==> src/hdl/nearest_waypoint_search_unit_macros.svh <==
// Assertion macros shared by the nearest waypoint search RTL.
// Depends on nothing; included by the files that carry assertions.
`ifndef NEAREST_WAYPOINT_SEARCH_UNIT_MACROS_SVH
`define NEAREST_WAYPOINT_SEARCH_UNIT_MACROS_SVH

// Same-cycle implication, checked outside reset
`define NWS_ASSERT_IMP(lbl, clk, rst_n, ante, cons, msg) \
	lbl: assert property (@(posedge clk) disable iff (!rst_n) (ante) |-> (cons)) \
		else $error(msg);

// Next-cycle implication, checked outside reset
`define NWS_ASSERT_NXT(lbl, clk, rst_n, ante, cons, msg) \
	lbl: assert property (@(posedge clk) disable iff (!rst_n) (ante) |=> (cons)) \
		else $error(msg);

`endif

==> src/hdl/nws_pkg.sv <==
// Shared types and constants of the nearest waypoint search unit.
// Depends on nothing; used by the distance unit, the tracker and the top level.
package nws_pkg;

	localparam int COORD_W = 32;
	localparam int MAG_W   = 32;
	localparam int SQ_W    = 64;
	localparam int DIST_W  = 65;
	localparam int KIND_W  = 2;
	localparam int OUT_IDX_W = 10;

	localparam logic [KIND_W-1:0] KIND_NEW_LANE = 2'd0;
	localparam logic [KIND_W-1:0] KIND_APPEND   = 2'd1;
	localparam logic [KIND_W-1:0] KIND_QUERY    = 2'd2;

	// Control of the shared distance unit
	typedef struct packed {
		logic load_mag;  // capture fresh coordinate magnitudes
		logic phase_y;   // multiplier works on y this cycle
	} dist_ctrl_t;

	// Control of the best-candidate tracker
	typedef struct packed {
		logic en;     // a finished distance is present
		logic first;  // first waypoint of the scan
	} cmp_ctrl_t;

endpackage

==> src/hdl/nws_dist_unit.sv <==
// Squared distance unit: coordinate magnitudes, one shared 32x32 multiplier
// used for x then y, and the final 65-bit sum. Depends on nws_pkg.
module nws_dist_unit (
	input  logic                               clk,
	input  nws_pkg::dist_ctrl_t                ctrl,
	input  logic signed [nws_pkg::COORD_W-1:0] px,
	input  logic signed [nws_pkg::COORD_W-1:0] py,
	input  logic signed [nws_pkg::COORD_W-1:0] wx,
	input  logic signed [nws_pkg::COORD_W-1:0] wy,
	output logic [nws_pkg::DIST_W-1:0]         sq_sum
);

	logic signed [nws_pkg::COORD_W:0] dx, dy;
	logic [nws_pkg::COORD_W:0]        ndx, ndy;
	logic [nws_pkg::MAG_W-1:0]        mag_x, mag_y;
	logic [nws_pkg::MAG_W-1:0]        mag_x_s2, mag_y_s2;
	logic [nws_pkg::MAG_W-1:0]        mul_op;
	logic [nws_pkg::SQ_W-1:0]         prod_s3;
	logic [nws_pkg::SQ_W-1:0]         sqx_s4;

	// Form absolute differences; they always fit 32 bits unsigned
	always_comb begin
		dx    = {px[nws_pkg::COORD_W-1], px} - {wx[nws_pkg::COORD_W-1], wx};
		dy    = {py[nws_pkg::COORD_W-1], py} - {wy[nws_pkg::COORD_W-1], wy};
		ndx   = -dx;
		ndy   = -dy;
		mag_x = dx[nws_pkg::COORD_W] ? ndx[nws_pkg::MAG_W-1:0] : dx[nws_pkg::MAG_W-1:0];
		mag_y = dy[nws_pkg::COORD_W] ? ndy[nws_pkg::MAG_W-1:0] : dy[nws_pkg::MAG_W-1:0];
	end

	// Hold the magnitudes for both multiplier passes
	always_ff @(posedge clk) begin
		if (ctrl.load_mag) begin
			mag_x_s2 <= mag_x;
			mag_y_s2 <= mag_y;
		end
	end

	// Shared multiplier: x on the first pass, y on the second
	assign mul_op = ctrl.phase_y ? mag_y_s2 : mag_x_s2;

	always_ff @(posedge clk) begin
		prod_s3 <= nws_pkg::SQ_W'(mul_op) * nws_pkg::SQ_W'(mul_op);
	end

	// Park the x square while y is squared
	always_ff @(posedge clk) begin
		if (ctrl.phase_y) begin
			sqx_s4 <= prod_s3;
		end
	end

	// Exact sum with carry bit
	assign sq_sum = {1'b0, sqx_s4} + {1'b0, prod_s3};

endmodule

==> config.mk <==
export PLATFORM = sky130hd
export DESIGN_NAME = nws_dist_unit
export DESIGN_NICKNAME = d
export VERILOG_FILES = /design/src/hdl/nearest_waypoint_search_unit_macros.svh /design/src/hdl/nws_pkg.sv /design/src/hdl/nws_dist_unit.sv
export SDC_FILE = /design/constraint.sdc
export NUM_CORES = 2
export LEC_CHECK = 0
export BUFFER_PORTS_ARGS = -buffer_cell sky130_fd_sc_hd__buf_2
export CAP_MARGIN = 20
export CORE_MARGIN = 2
export CORE_UTILIZATION = 42
export DETAILED_ROUTE_END_ITERATION = 12
export GPL_ROUTABILITY_DRIVEN = 1
export SYNTH_ARGS = -nofsm -noshare
export SYNTH_HDL_FRONTEND = slang
export SYNTH_SLANG_ARGS = --single-unit
==> constraint.sdc <==
create_clock -name clk -period 10.5 [get_ports clk]
set_clock_uncertainty 0.05 [all_clocks]
set_input_delay 1.575 -clock clk [delete_from_list [all_inputs] [get_ports clk]]
set_output_delay 1.575 -clock clk [all_outputs]
set_load 0.02 [all_outputs]
==> run summary <==
* **result of the run** finished clean
* **initial DRC count** 2153
* **EDFF count, synth** 127
* **slowest cell on the critical path** sky130_fd_sc_hd__fa_1
* **number of cell rows** 116
* **Syn. warnings** 0
* **async set-reset flop share out of synthesis** 0
* **Worst Max-Slew Pin Slew** 0.892 ns
* **Post-Route WL** 117000 µm
* **final net count** 6144
* **die area** 103000 µm²
* **worst slack at placement** 0.104 ns
* **cell area after synthesis** 42300 µm²
* **proportion of layout cells with a drive suffix above 1** 0.0916
* **clock latency on the worst-skew pair** 0.49 ns
* **Antenna Violating Nets Remaining** 0
* **vias per inst** 5.15
* **Critical R2R Launch** mag_x_s2[9]$_DFFE_PP_
* **clock tree from TritonCTS** built
* **Hold/Removal Path Class** reg2reg
* **clock root cell** sky130_fd_sc_hd__clkbuf_16
* **number of sinks driven by the clock tree** 190
* **Final Setup Violations** 0
* **Top-Level Pins** 196
* **Seq cells post-synth** 190
* **CP Capture Type** flop
* **HPWL reported at the end of detailed placement** 101000 µm
* **1st-pass router iterations** 6
* **Final Critical Period** 9.96 ns
* **cell taking the most area after synthesis** sky130_fd_sc_hd__fa_1
* **Post-CTS Hold Fix Bufs** 0
* **Core ar.** 100000 µm²
* **number of diodes** 0
* **Max Transition Viols Final** 0
* **antenna violations before repair** 0
* **kind of start point of the critical path** primary input
* **number of standard cells in the layout, taps in and fillers out** 6113
* **data arrival at the endpoint of the critical path** 10.32 ns
* **post-synthesis to final-layout area growth** 9.23%
* **clock tree buffer depth** 2
* **number of buffers inserted during clock tree synthesis** 17
* **crit-path most repeated cell** sky130_fd_sc_hd__fa_1
* **top cells by area in the synthesized netlist** sky130_fd_sc_hd__fa_1 (38%), sky130_fd_sc_hd__ha_1 (12%), sky130_fd_sc_hd__inv_1 (9.7%)
* **summed negative setup slack over all endpoints** 0 ns
* **reported max-cap violation count** 0
* **global route total overflow** 0
* **all-layer global routing usage** 0.233
* **Mean Syn Cell Area** 9.23 µm²
* **clock slew seen by the registers of the worst setup and hold paths** 0.07 ns
* **Port Buffer Count** 195
* **Worst EP required** 10.86 ns
* **critical path class** in2reg
* **maximum number of pins on one net before global-route repair** 65
* **synthesized netlist cell count** 4582
* **final weighted congestion in routability-driven placement** 0.938
* **CTS H-Tree Depth** 4
* **worst max-slew margin expressed relative to the limit** 0.388
* **syn_nets** 5924
* **FF-to-FF setup slack** 1.74 ns
* **main flop type after synthesis** sky130_fd_sc_hd__edfxtp_1
* **fin worst setup slack** 0.544 ns
* **Cells after DPL** 6081
* **final hold violations** 0
* **buffers inserted by post-CTS timing repair** 0
* **total of cells resized after clock tree synthesis** 0
* **final cycle utilization of the critical path** 0.948
* **Core Util, Final** 0.462
* **Max Clock Freq** 100 MHz
* **maximum fanout along the worst path** 17
* **Slowest Stage Delay on Critical Path** 0.58 ns
* **starting density of the core** 0.423
* **source of the worst hold timing path** prod_s3[22]$_DFF_P_
* **RSZ-0062 raised after global routing** no
* **start point of the critical path** ctrl[0]
* **total via count after detailed routing** 31500
* **via count of the first global-routing pass** 33400
* **sequential fraction of the synthesis area** 0.120
* **count of cell types in the netlist** 96
* **average routed wire per standard cell** 19.1 µm
* **area fraction of the dominant cell type after synthesis** 0.376
* **vertical extent of the die** 321 µm
* **DRC errors left** 0
* **width of the die** 321 µm
* **first-pass GRT wire length** 186000 µm
-- layout by cell type (no fill, tap or decap), types with 20 or more instances in the layout --
| cell | n |
|---|---|
| sky130_fd_sc_hd__ha_1 | 417 |
| sky130_fd_sc_hd__nand2b_1 | 22 |
| sky130_fd_sc_hd__a21oi_1 | 176 |
| sky130_fd_sc_hd__nand2_1 | 364 |
| sky130_fd_sc_hd__buf_4 | 129 |
| sky130_fd_sc_hd__a31oi_1 | 29 |
| sky130_fd_sc_hd__dfxtp_1 | 63 |
| sky130_fd_sc_hd__o31ai_1 | 21 |
| sky130_fd_sc_hd__mux2_2 | 21 |
| sky130_fd_sc_hd__fa_1 | 794 |
| sky130_fd_sc_hd__nor2_1 | 395 |
| sky130_fd_sc_hd__o21bai_1 | 29 |
| sky130_fd_sc_hd__xnor2_1 | 161 |
| sky130_fd_sc_hd__nor3_1 | 30 |
| sky130_fd_sc_hd__edfxtp_1 | 127 |
| sky130_fd_sc_hd__buf_2 | 194 |
| sky130_fd_sc_hd__and3_1 | 23 |
| sky130_fd_sc_hd__xor2_1 | 104 |
| sky130_fd_sc_hd__nor2b_1 | 24 |
| sky130_fd_sc_hd__a21o_1 | 115 |
| sky130_fd_sc_hd__a211oi_1 | 25 |
| sky130_fd_sc_hd__nand4_1 | 38 |
| sky130_fd_sc_hd__nand3_1 | 36 |
| sky130_fd_sc_hd__o21a_1 | 20 |
| sky130_fd_sc_hd__inv_1 | 1088 |
| sky130_fd_sc_hd__o21ai_0 | 106 |
-- per-stage QoR --
| step | hold slack, ns | area [µm²] |
|---|---|---|
| floorplan | 0.365 | 42300 |
| CTS | 0.386 | 46200 |
| finish | 0.389 | 46200 |
| detailed placement | 0.381 | 45500 |
| global route | 0.402 | 46200 |
| global placement | 0.378 | 45500 |
-- cells by family (layout without fill, tap and decap cells) --
kind of cell,Yosys count,after routing,synth area share
fa+ha+maj,1211,1211,0.499
simple gates,1008,1008,0.104
buf+inv,1223,1456,0.109
mux,47,47,0.0117
xor+xnor,265,265,0.0549
compound gates,638,638,0.101
flops,190,190,0.120
-- final cells by class --
class / instances / area (µm²)
Clock buffer: 17 / 425
Clock inverter: 15 / 225
Fill cell: 9691 / 53800
Inverter: 1094 / 4110
Multi-Input combinational cell: 3169 / 32600
Sequential cell: 190 / 5070
Tap cell: 1298 / 1620
Timing Repair Buffer: 330 / 2080
-- state kept, by name, indices dropped and copies added, names as in the netlist --
register / flops
mag_x_s2: 32
mag_y_s2: 32
prod_s3: 63
sqx_s4: 63
-- synthesized netlist by cell type (9+ instances only) --
library cell / count
sky130_fd_sc_hd__o21bai_1: 29
sky130_fd_sc_hd__nor2b_1: 24
sky130_fd_sc_hd__a211oi_1: 25
sky130_fd_sc_hd__nor3_1: 30
sky130_fd_sc_hd__xor2_1: 104
sky130_fd_sc_hd__and2_1: 19
sky130_fd_sc_hd__dfxtp_1: 63
sky130_fd_sc_hd__a311oi_1: 9
sky130_fd_sc_hd__buf_1: 18
sky130_fd_sc_hd__nand2_1: 364
sky130_fd_sc_hd__o21ai_0: 106
sky130_fd_sc_hd__clkbuf_1: 103
sky130_fd_sc_hd__xnor2_1: 161
sky130_fd_sc_hd__nand4_1: 38
sky130_fd_sc_hd__a21oi_1: 176
sky130_fd_sc_hd__ha_1: 417
sky130_fd_sc_hd__o21a_1: 20
sky130_fd_sc_hd__nand3_1: 36
sky130_fd_sc_hd__mux2i_1: 26
sky130_fd_sc_hd__fa_1: 794
sky130_fd_sc_hd__a21o_1: 115
sky130_fd_sc_hd__and3_1: 23
sky130_fd_sc_hd__o31ai_1: 21
sky130_fd_sc_hd__nand2b_1: 22
sky130_fd_sc_hd__inv_1: 1088
sky130_fd_sc_hd__mux2_2: 21
sky130_fd_sc_hd__a31o_2: 9
sky130_fd_sc_hd__a31oi_1: 29
sky130_fd_sc_hd__nor2_1: 395
sky130_fd_sc_hd__edfxtp_1: 127
-- worst paths after layout --
path,cells after the start,endpoint
min reg2reg,0,sqx_s4[22]$_DFFE_PP_
max reg2reg,27,prod_s3[61]$_DFF_P_
max,30,prod_s3[61]$_DFF_P_
min,0,sqx_s4[22]$_DFFE_PP_
-- per-layer routing --
| layer | vias to the layer above | wire length, µm | global-route usage |
|---|---|---|---|
| li1 | 14800 | - | - |
| met1 | 15400 | 51200 | 0.314 |
| met2 | 1107 | 53000 | 0.380 |
| met3 | 174 | 9090 | 0.0457 |
| met4 | 0 | 3420 | 0.0684 |
| met5 | - | 0 | 0 |
-- worst max-delay path: cells and delay by family --
| family | cells | cell delay, ns |
|---|---|---|
| compound gates | 6 | 1.46 |
| mux | 1 | 0.44 |
| buf+inv | 10 | 1.60 |
| simple gates | 3 | 0.57 |
| fa+ha+maj | 9 | 4.49 |
| xor+xnor | 1 | 0.16 |
Power is not shown: default switching activity piles up to over one toggle a cycle in this logic, so the estimate is an artifact.
