### src/hdl/nearest_waypoint_search_unit_macros.svh
// Assertion macros shared by the nearest waypoint search RTL.
// Depends on nothing; included by the files that carry assertions.
`ifndef NEAREST_WAYPOINT_SEARCH_UNIT_MACROS_SVH
`define NEAREST_WAYPOINT_SEARCH_UNIT_MACROS_SVH

// Same-cycle implication, checked outside reset
`define NWS_ASSERT_IMP(lbl, clk, rst_n, ante, cons, msg) \
	lbl: assert property (@(posedge clk) disable iff (!rst_n) (ante) |-> (cons)) \
		else $error(msg);

// Next-cycle implication, checked outside reset
`define NWS_ASSERT_NXT(lbl, clk, rst_n, ante, cons, msg) \
	lbl: assert property (@(posedge clk) disable iff (!rst_n) (ante) |=> (cons)) \
		else $error(msg);

`endif

### src/hdl/nws_pkg.sv
// Shared types and constants of the nearest waypoint search unit.
// Depends on nothing; used by the distance unit, the tracker and the top level.
package nws_pkg;

	localparam int COORD_W = 32;
	localparam int MAG_W   = 32;
	localparam int SQ_W    = 64;
	localparam int DIST_W  = 65;
	localparam int KIND_W  = 2;
	localparam int OUT_IDX_W = 10;

	localparam logic [KIND_W-1:0] KIND_NEW_LANE = 2'd0;
	localparam logic [KIND_W-1:0] KIND_APPEND   = 2'd1;
	localparam logic [KIND_W-1:0] KIND_QUERY    = 2'd2;

	// Control of the shared distance unit
	typedef struct packed {
		logic load_mag;  // capture fresh coordinate magnitudes
		logic phase_y;   // multiplier works on y this cycle
	} dist_ctrl_t;

	// Control of the best-candidate tracker
	typedef struct packed {
		logic en;     // a finished distance is present
		logic first;  // first waypoint of the scan
	} cmp_ctrl_t;

endpackage

### src/hdl/nws_best.sv
// Best-candidate tracker: keeps the smallest distance seen in a scan and
// its index; ties keep the earlier index. Depends on nws_pkg.
module nws_best #(
	parameter int IDX_W = 10
) (
	input  logic                       clk,
	input  logic                       arst_n,
	input  nws_pkg::cmp_ctrl_t         ctrl,
	input  logic [nws_pkg::DIST_W-1:0] sq_sum,
	input  logic [IDX_W-1:0]           idx,
	output logic [IDX_W-1:0]           win_idx
);

	logic [nws_pkg::DIST_W-1:0] best_q;
	logic [IDX_W-1:0]           best_idx_q;
	logic                       take;

	// Strictly smaller wins, so ties stay with the lower index
	assign take    = ctrl.first || (sq_sum < best_q);
	assign win_idx = take ? idx : best_idx_q;

	// Hold the running minimum
	always_ff @(posedge clk) begin
		if (ctrl.en && take) begin
			best_q <= sq_sum;
		end
	end

	always_ff @(posedge clk or negedge arst_n) begin
		if (!arst_n) begin
			best_idx_q <= '0;
		end else if (ctrl.en && take) begin
			best_idx_q <= idx;
		end
	end

endmodule

### config.mk
export PLATFORM = sky130hd
export DESIGN_NAME = nws_best
export DESIGN_NICKNAME = d
export VERILOG_FILES = /design/src/hdl/nearest_waypoint_search_unit_macros.svh /design/src/hdl/nws_pkg.sv /design/src/hdl/nws_best.sv
export SDC_FILE = /design/constraint.sdc
export NUM_CORES = 1
export LEC_CHECK = 0
export BUFFER_PORTS_ARGS = -buffer_cell sky130_fd_sc_hd__buf_2
export CELL_PAD_IN_SITES_DETAIL_PLACEMENT = 0
export CELL_PAD_IN_SITES_GLOBAL_PLACEMENT = 2
export CORE_ASPECT_RATIO = 1.75
export CORE_UTILIZATION = 36
export DETAILED_ROUTE_END_ITERATION = 16
export GPL_ROUTABILITY_DRIVEN = 0
export PLACE_DENSITY_LB_ADDON = 0.1
export SETUP_SLACK_MARGIN = 0.1
export SLEW_MARGIN = 10
export SYNTH_ARGS = -nofsm -noshare
export SYNTH_HDL_FRONTEND = slang
export SYNTH_SLANG_ARGS = --single-unit
### constraint.sdc
create_clock -name clk -period 3.45 [get_ports clk]
set_input_delay 0.5175 -clock clk [delete_from_list [all_inputs] [get_ports clk]]
set_output_delay 0.5175 -clock clk [all_outputs]
set_load 0.01 [all_outputs]
==> results.py, run 1 <==
metrics = {
    "clock_tree": {
        "h_tree_lvl_count": 3,
        "cts-buffers-inserted": 9,
        "root_buffer": "sky130_fd_sc_hd__clkbuf_16",
        "clkTransAtPathRegs_ps": 60,
        "clock_tree_from_tritoncts": "built",
        "clock_latency_ps": 330,
        "numClockSinks": 75,
        "cts-root-to-sink-buffers": 2,
    },
    "pwr": {
        "power_leakage_nw": 2.542,
        "power_per_cell_area_nw_per_um2": 461.8,
        "p_sw_share_pct": 25.06,
        "share_clk_of_total_power_pct": 35.3,
        "power.share.sequential_pct": 44.0,
        "power.share.combinational_pct": 20.7,
        "design_power_total_mw": 2.563,
        "p_switching_uw": 642.1,
        "cellInternalPower_mw": 1.920,
        "vdd_drop_max_mv": 0.2552,
    },
    "final_layout": {
        "drive_gt1_share_pct": 37.53,
        "mostFrequentLayoutCell": "sky130_fd_sc_hd__buf_2",
        "final_nets": 591,
        "antenna_cells": 0,
        "fillCellCount": 1017,
        "finalNonFillerCells": 585,
        "most-common-layout-cells": "78 x sky130_fd_sc_hd__buf_2, 65 x sky130_fd_sc_hd__edfxtp_1, 64 x sky130_fd_sc_hd__inv_1, 51 x sky130_fd_sc_hd__ha_1, 24 x sky130_fd_sc_hd__a21oi_1",
        "p_r_area_growth_vs_syn_pct": 33.14,
        "final_cell_area_um2": 5549,
    },
    "routing": {
        "routed-via-count": 2836,
        "remaining_drc_errors": 0,
        "dr.pass1.iters": 4,
        "route.detailed.vias_per_inst": 4.848,
        "wirelength_mm": 8.555,
        "average_wire_length_per_cell_after_detail_routing_um": 14.62,
        "drtAntennaViolNets": 0,
        "drt-initial-drc-count": 101,
    },
    "worst_setup_path": {
        "slowest_delay_ps": 390,
        "critical_path.max_fanout": 5,
        "critPathTopFamily": "simple AND/OR/NAND/NOR gates",
        "path_cells": "inv_2 > ha_4 > nand4_4 > nor4_4 > nand3_2 > a211oi_4 > a311oi_4 > a21oi_4 > clkbuf_16 > mux2_4 > buf_6",
        "end_kind": "primary output",
        "worst_ep_required_time_ps": 2930,
        "crit_path_top_delay_cell": "sky130_fd_sc_hd__nor4_4",
        "startpoint_type": "register",
        "worst-setup-path-type": "reg2out",
        "cp.arrival_ps": 2870,
        "critPathBufInv": 3,
    },
    "grt": {
        "antenna_found_initial": 1,
        "grt.overflow.total": 0,
        "grt_use_total_pct": 14.27,
        "grt_first_pass_wirelength_mm": 13.03,
        "first_global_vias": 2775,
        "grt_start_max_net_pins": 51,
    },
    "yosys": {
        "number_of_storage_elements_in_the_synthesis_netlist": 75,
        "synth.cell_area_um2": 4168,
        "seq_total_area_yosys_pct": 52.84,
        "synth_largest_area_cell": "sky130_fd_sc_hd__edfxtp_1",
        "synthDistinctLibCells": 31,
        "synth.net_count": 478,
        "synth_top_cell_area_share_pct": 46.83,
        "avgSynthCellArea_um2": 12.44,
        "netlist_top_cells_area": "sky130_fd_sc_hd__edfxtp_1 47%, sky130_fd_sc_hd__ha_1 19%, sky130_fd_sc_hd__inv_1 6.2%, sky130_fd_sc_hd__dfrtp_1 6.0%, sky130_fd_sc_hd__mux2_4 3.2%",
        "syn-instance-count": 335,
        "synth.yosys.warnings": 0,
    },
    "floorplanning": {
        "die_h_um": 144.3,
        "die_w_um": 83.34,
        "starting_utilization_of_the_core_area_pct": 37.32,
        "die_area_um2": 12030,
        "floorplan.io_pins": 89,
        "core_region_area_um2": 11170,
        "floorplan.rows": 51,
    },
    "sta": {
        "timing.clock.skew_ps": 8.317,
        "max_slew.worst_pin.slew_ps": 400.4,
        "setup_viol": 0,
        "worst_slew_margin_rel_pct": 73.03,
        "fin_crit_sh_pct": 98.30,
        "setup_tns_ps": 0,
        "finalWorstPathRequiredPeriod_ps": 3391,
        "fin_hold_ws_ps": 34.12,
        "unrepaired_setup_endpoints_after_global_routing": "true",
        "clock.fmax_mhz": 294.9,
        "finalMaxSlewViolations": 0,
        "hold_viol_final": 0,
    },
    "placement": {
        "hpwlAfterDp_mm": 6.308,
        "placed_cells": 561,
        "numPortBuffers": 88,
        "placed_cell_area_um2": 4848,
    },
    "worst_hold_path": {
        "hold_class": "in2async",
    },
    "run": {
        "timing.max_cap.violations": 0,
    },
    "status": {
        "outcome": "complete, no violations",
    },
}
what timing repair did:
action                     in CTS  in global routing
pin swaps                       4                 17
gates cloned                    0                  1
setup endpoints to repair      10                 10
resized for setup               3                 45
hold buffers                    0                  0
setup buffers                   2                  5
cell type report:
cell class / instances / area [um2] / area share [%]
clock buffer: 12 / 236.5 / 4.262
multi-input combinational: 190 / 1972 / 35.54
inverter: 69 / 259.0 / 4.667
timing repair buffer: 103 / 670.6 / 12.09
clock inverter: 4 / 43.79 / 0.7892
tap: 132 / 165.2 / 2.976
sequential: 75 / 2202 / 39.68
synth_stat cells:
master	n
sky130_fd_sc_hd__a21oi_4	1
sky130_fd_sc_hd__and4_1	3
sky130_fd_sc_hd__a221oi_1	3
sky130_fd_sc_hd__a41oi_1	1
sky130_fd_sc_hd__o211ai_1	1
sky130_fd_sc_hd__a211oi_2	1
sky130_fd_sc_hd__a22o_1	1
sky130_fd_sc_hd__o21ai_0	10
sky130_fd_sc_hd__dfrtp_1	10
sky130_fd_sc_hd__mux2_2	11
sky130_fd_sc_hd__nor3_1	4
sky130_fd_sc_hd__buf_6	1
sky130_fd_sc_hd__inv_1	69
sky130_fd_sc_hd__a211oi_1	5
sky130_fd_sc_hd__nor4_4	1
sky130_fd_sc_hd__nand4_2	2
sky130_fd_sc_hd__nand3_1	6
sky130_fd_sc_hd__o31ai_1	1
sky130_fd_sc_hd__nand4_1	10
sky130_fd_sc_hd__nand2_1	18
sky130_fd_sc_hd__and3_1	1
sky130_fd_sc_hd__mux2_4	9
sky130_fd_sc_hd__nor2_1	8
sky130_fd_sc_hd__a21oi_1	24
sky130_fd_sc_hd__nand3_2	1
sky130_fd_sc_hd__edfxtp_1	65
sky130_fd_sc_hd__ha_1	64
sky130_fd_sc_hd__o22ai_1	1
sky130_fd_sc_hd__a311oi_2	1
sky130_fd_sc_hd__and4bb_2	1
sky130_fd_sc_hd__a22oi_1	1
final timing paths:
path | from | endpoint | slack (ps) | cells after the start
worst max-delay path | best_q[61] | win_idx[6] | 60 | 11
worst min-delay path | arst_n | best_idx_q[3] | 30 | 1
max in group asynchronous | arst_n | best_idx_q[6] | 3220 | 1
min in group clk | sq_sum[0] | best_q[0] | 380 | 1
worst max register to register | best_q[3] | best_idx_q[9] | 630 | 13
worst min register to register | best_idx_q[7] | best_idx_q[7] | 510 | 1
worst reg2reg max path, stage by stage, from the launching register on:
cell and delay (ps):
sky130_fd_sc_hd__edfxtp_1 370, sky130_fd_sc_hd__inv_1 70, sky130_fd_sc_hd__ha_1 230, sky130_fd_sc_hd__o21ai_0 150, sky130_fd_sc_hd__nor2_1 80, sky130_fd_sc_hd__o31ai_2 310
sky130_fd_sc_hd__buf_4 180, sky130_fd_sc_hd__a211oi_4 60, sky130_fd_sc_hd__a311oi_4 360, sky130_fd_sc_hd__buf_4 170, sky130_fd_sc_hd__buf_4 90, sky130_fd_sc_hd__a22o_4 140
sky130_fd_sc_hd__buf_12 170, sky130_fd_sc_hd__mux2_2 340
flip-flops by register name (all words and copies together) (netlist names):
register and cells:
best_idx_q 10, best_q 65
kinds of logic (layout without fill, tap and decap cells):
kind of cell / count (synthesis) / after routing / synth area share [%]
flops: 75 / 75 / 52.84
buf+inv: 70 / 188 / 6.485
fa+ha+maj: 64 / 64 / 19.21
simple gates: 55 / 55 / 7.475
compound gates: 51 / 51 / 7.776
mux: 20 / 20 / 6.214
metrics by stage:
| stage | worst slack (ps) | util, % |
|---|---|---|
| after floorplan | 463.4 | - |
| after global placement | 24.05 | 43.42 |
| after detailed placement | 4.566 | 43.42 |
| after CTS | 63.48 | 46.33 |
| after global routing | -75.89 | 49.69 |
| final | 58.55 | 49.69 |
per-layer routing:
| layer | track usage (%) | share of wire, % | vias up |
|---|---|---|---|
| met1 | 15.80 | 40 | 1322 |
| met2 | 24.89 | 53 | 63 |
| met4 | 7.623 | 2.2 | 0 |
| li1 | - | - | 1439 |
| met5 | 0 | 0 | - |
| met3 | 3.881 | 5.3 | 12 |
power by group through the flow:
stage                     sequential (mW)  clock [mW]  combinational (mW)
after global routing                 1.14       0.977               0.597
final                                1.13       0.904               0.531
after floorplan                      1.14           0               0.280
after detailed placement             1.14           0               0.441
after CTS                            1.13       0.938               0.456
after global placement               1.14           0               0.438
No activity file was read; power rests on OpenSTA's default activity.
==> run 2: changes to the inputs <==
- ABC_AREA: not set -> 1
- CORE_UTILIZATION: 36 -> 34
- PLACE_DENSITY: not set -> 0.81
- PLACE_DENSITY_LB_ADDON: 0.1 -> not set
==> results.py, run 2 <==
metrics = {
    "worst_hold_path": {
        "hold_class": "in2async",
    },
    "pwr": {
        "power_per_cell_area_nw_per_um2": 446.0,
        "cellInternalPower_mw": 1.724,
        "p_sw_share_pct": 25.73,
        "share_clk_of_total_power_pct": 37.1,
        "design_power_total_mw": 2.322,
        "p_switching_uw": 597.5,
        "vdd_drop_max_mv": 0.2523,
        "power.share.combinational_pct": 15.8,
        "power.share.sequential_pct": 47.1,
        "power_leakage_nw": 2.701,
    },
    "clock_tree": {
        "ctsResizeCount": 0,
        "numClockSinks": 75,
        "root_buffer": "sky130_fd_sc_hd__clkbuf_16",
        "clock_tree_from_tritoncts": "built",
        "clkTransAtPathRegs_ps": 60,
        "clock_latency_ps": 340,
        "cts_hold_buffers": 0,
        "cts-root-to-sink-buffers": 2,
        "cts-buffers-inserted": 9,
        "h_tree_lvl_count": 3,
        "postCtsSetupBuffers": 0,
    },
    "grt": {
        "antenna_found_initial": 0,
        "grt_first_pass_wirelength_mm": 14.44,
        "grt_start_max_net_pins": 29,
        "grt_use_total_pct": 14.66,
        "first_global_vias": 3171,
        "grt.overflow.total": 0,
    },
    "sta": {
        "post-route-worst-setup-slack_ps": 432.9,
        "finalWorstPathRequiredPeriod_ps": 3017,
        "finalMaxSlewViolations": 0,
        "fin_crit_sh_pct": 87.45,
        "hold_viol_final": 0,
        "setup_viol": 0,
        "setup_tns_ps": 0,
        "fin_hold_ws_ps": 34.46,
        "unrepaired_setup_endpoints_after_global_routing": "false",
        "worst_slew_margin_rel_pct": 75.22,
        "clock.fmax_mhz": 331.4,
        "timing.clock.skew_ps": 5.567,
        "max_slew.worst_pin.slew_ps": 371.0,
    },
    "worst_setup_path": {
        "worst_ep_required_time_ps": 2930,
        "critPathTopFamily": "simple AND/OR/NAND/NOR gates",
        "end_kind": "primary output",
        "critical_path.max_fanout": 22,
        "path_cells": "inv_1 > ha_1 > nand2_1 > inv_1 > nand2_1 > nand2_1 > nand2_1 > nand2_1 > a21oi_1 > nand2_1 > nand2_1 > nand2_2 > nand2_4 > inv_2 > nand2_1 > nand2_1 > buf_2",
        "crit_path_frequent_cell": "sky130_fd_sc_hd__nand2_1",
        "setup.reg_to_reg.worst_slack_ps": 670,
        "slowest_delay_ps": 360,
        "startpoint_type": "register",
        "crit_path_top_delay_cell": "sky130_fd_sc_hd__edfxtp_1",
        "cp.arrival_ps": 2500,
        "critPathBufInv": 4,
        "worst-setup-path-type": "reg2out",
    },
    "run": {
        "timing.max_cap.violations": 0,
    },
    "final_layout": {
        "registers.top_by_ff_count": "best_q",
        "antenna_cells": 0,
        "fin_util_pct": 42.90,
        "mostFrequentLayoutCell": "sky130_fd_sc_hd__nand2_1",
        "layout_top_registers": "best_q (65), best_idx_q (10)",
        "final_cell_area_um2": 5206,
        "most-common-layout-cells": "124 x sky130_fd_sc_hd__nand2_1, 88 x sky130_fd_sc_hd__buf_2, 86 x sky130_fd_sc_hd__inv_1, 65 x sky130_fd_sc_hd__edfxtp_1, 64 x sky130_fd_sc_hd__ha_1",
        "finalNonFillerCells": 708,
        "final_nets": 681,
        "fillCellCount": 1224,
        "multi_input_comb_area_um2": 1708,
        "p_r_area_growth_vs_syn_pct": 21.70,
        "drive_gt1_share_pct": 20.99,
        "seqCellArea_um2": 2202,
        "largest_reg_flops": 65,
    },
    "floorplanning": {
        "floorplan.rows": 53,
        "starting_utilization_of_the_core_area_pct": 35.25,
        "die_w_um": 86.79,
        "die_h_um": 150.4,
        "die_area_um2": 13050,
        "core_region_area_um2": 12140,
        "floorplan.io_pins": 89,
    },
    "yosys": {
        "synth_largest_area_cell": "sky130_fd_sc_hd__edfxtp_1",
        "number_of_storage_elements_in_the_synthesis_netlist": 75,
        "postSynth.topFlopCell": "sky130_fd_sc_hd__edfxtp_1",
        "synth.cell_area_um2": 4278,
        "synth.net_count": 584,
        "synth_top_cell_area_share_pct": 45.63,
        "synth_commonest_cells": "124 x sky130_fd_sc_hd__nand2_1, 87 x sky130_fd_sc_hd__inv_1, 65 x sky130_fd_sc_hd__edfxtp_1",
        "async_flop_share_pct": 13.33,
        "yosys.cell_count.top_type": "sky130_fd_sc_hd__nand2_1",
        "seq_total_area_yosys_pct": 51.48,
        "netlist_top_cells_area": "sky130_fd_sc_hd__edfxtp_1 46%, sky130_fd_sc_hd__ha_1 19%, sky130_fd_sc_hd__nand2_1 11%, sky130_fd_sc_hd__inv_1 7.6%, sky130_fd_sc_hd__dfrtp_1 5.8%",
        "count_of_flip_flops_with_a_built_in_enable_after_synthesis": 65,
        "synthDistinctLibCells": 22,
        "syn-instance-count": 441,
        "avgSynthCellArea_um2": 9.700,
        "synth.yosys.warnings": 0,
    },
    "routing": {
        "routed-via-count": 3094,
        "wirelength_mm": 8.599,
        "remaining_drc_errors": 0,
        "drtAntennaViolNets": 0,
        "drt-initial-drc-count": 65,
        "route.detailed.vias_per_inst": 4.370,
        "dr.pass1.iters": 4,
        "average_wire_length_per_cell_after_detail_routing_um": 12.15,
    },
    "placement": {
        "placed_cell_area_um2": 4935,
        "placed_cells": 692,
        "hpwlAfterDp_mm": 6.883,
        "place_worst_setup_slack_ps": 316.0,
        "numPortBuffers": 88,
    },
    "status": {
        "outcome": "complete, no violations",
    },
}
==> run 2: power by group through the flow <==
stage               registers (mW)  clock network [mW]  logic [mW]
floorplan                     1.11                   0       0.236
global placement              1.11                   0       0.369
detailed placement            1.11                   0       0.376
CTS                           1.09               0.897       0.378
global route                  1.10               0.928       0.435
finish                        1.09               0.862       0.366
==> run 2: cell type report <==
type	instances	share of cell area, %
Sequential cell	75	42.30
Multi-Input combinational cell	273	32.80
Timing Repair Buffer	90	9.229
Inverter	89	6.489
Clock buffer	11	4.662
Tap cell	165	3.965
Clock inverter	5	0.5528
==> run 2: worst register-to-register path, cell delays in order, from the launching register on <==
cell	delay (ps)
sky130_fd_sc_hd__edfxtp_1	320
sky130_fd_sc_hd__inv_1	40
sky130_fd_sc_hd__ha_1	280
sky130_fd_sc_hd__nand2_1	70
sky130_fd_sc_hd__nor2_1	170
sky130_fd_sc_hd__nand4_1	210
sky130_fd_sc_hd__nor2_1	170
sky130_fd_sc_hd__nand2_1	70
sky130_fd_sc_hd__nand3_1	70
sky130_fd_sc_hd__nor2_1	50
sky130_fd_sc_hd__nand2_2	70
sky130_fd_sc_hd__nand2_4	150
sky130_fd_sc_hd__nand2_4	190
sky130_fd_sc_hd__clkinvlp_4	360
sky130_fd_sc_hd__buf_12	310
==> run 2: metal layers <==
metal,track usage [%],vias up,wire length (um)
li1,-,1625,-
met1,15.87,1390,3472
met2,26.57,68,4593
met3,4.167,11,388
met4,5.500,0,144
met5,0,-,0
==> run 2: worst paths after layout <==
check / start / to / cells after the start
worst max-delay path: best_q[20] / win_idx[7] / 17
max in group asynchronous: arst_n / best_idx_q[8] / 1
worst min register to register: best_idx_q[3] / best_idx_q[3] / 2
worst min-delay path: arst_n / best_idx_q[2] / 1
worst max register to register: best_q[24] / best_q[24] / 14
min in group clk: sq_sum[6] / best_q[6] / 1
==> run 2: logic make-up (layout without fill, tap and decap cells) <==
kind of cell | count (synthesis) | after routing | synth area share (%)
AOI/OAI and AO/OA | 35 | 35 | 4.445
adders and majority gates | 64 | 64 | 18.72
buffers and inverters | 93 | 195 | 8.599
DFF | 75 | 75 | 51.48
and+or+nand+nor | 174 | 174 | 16.76
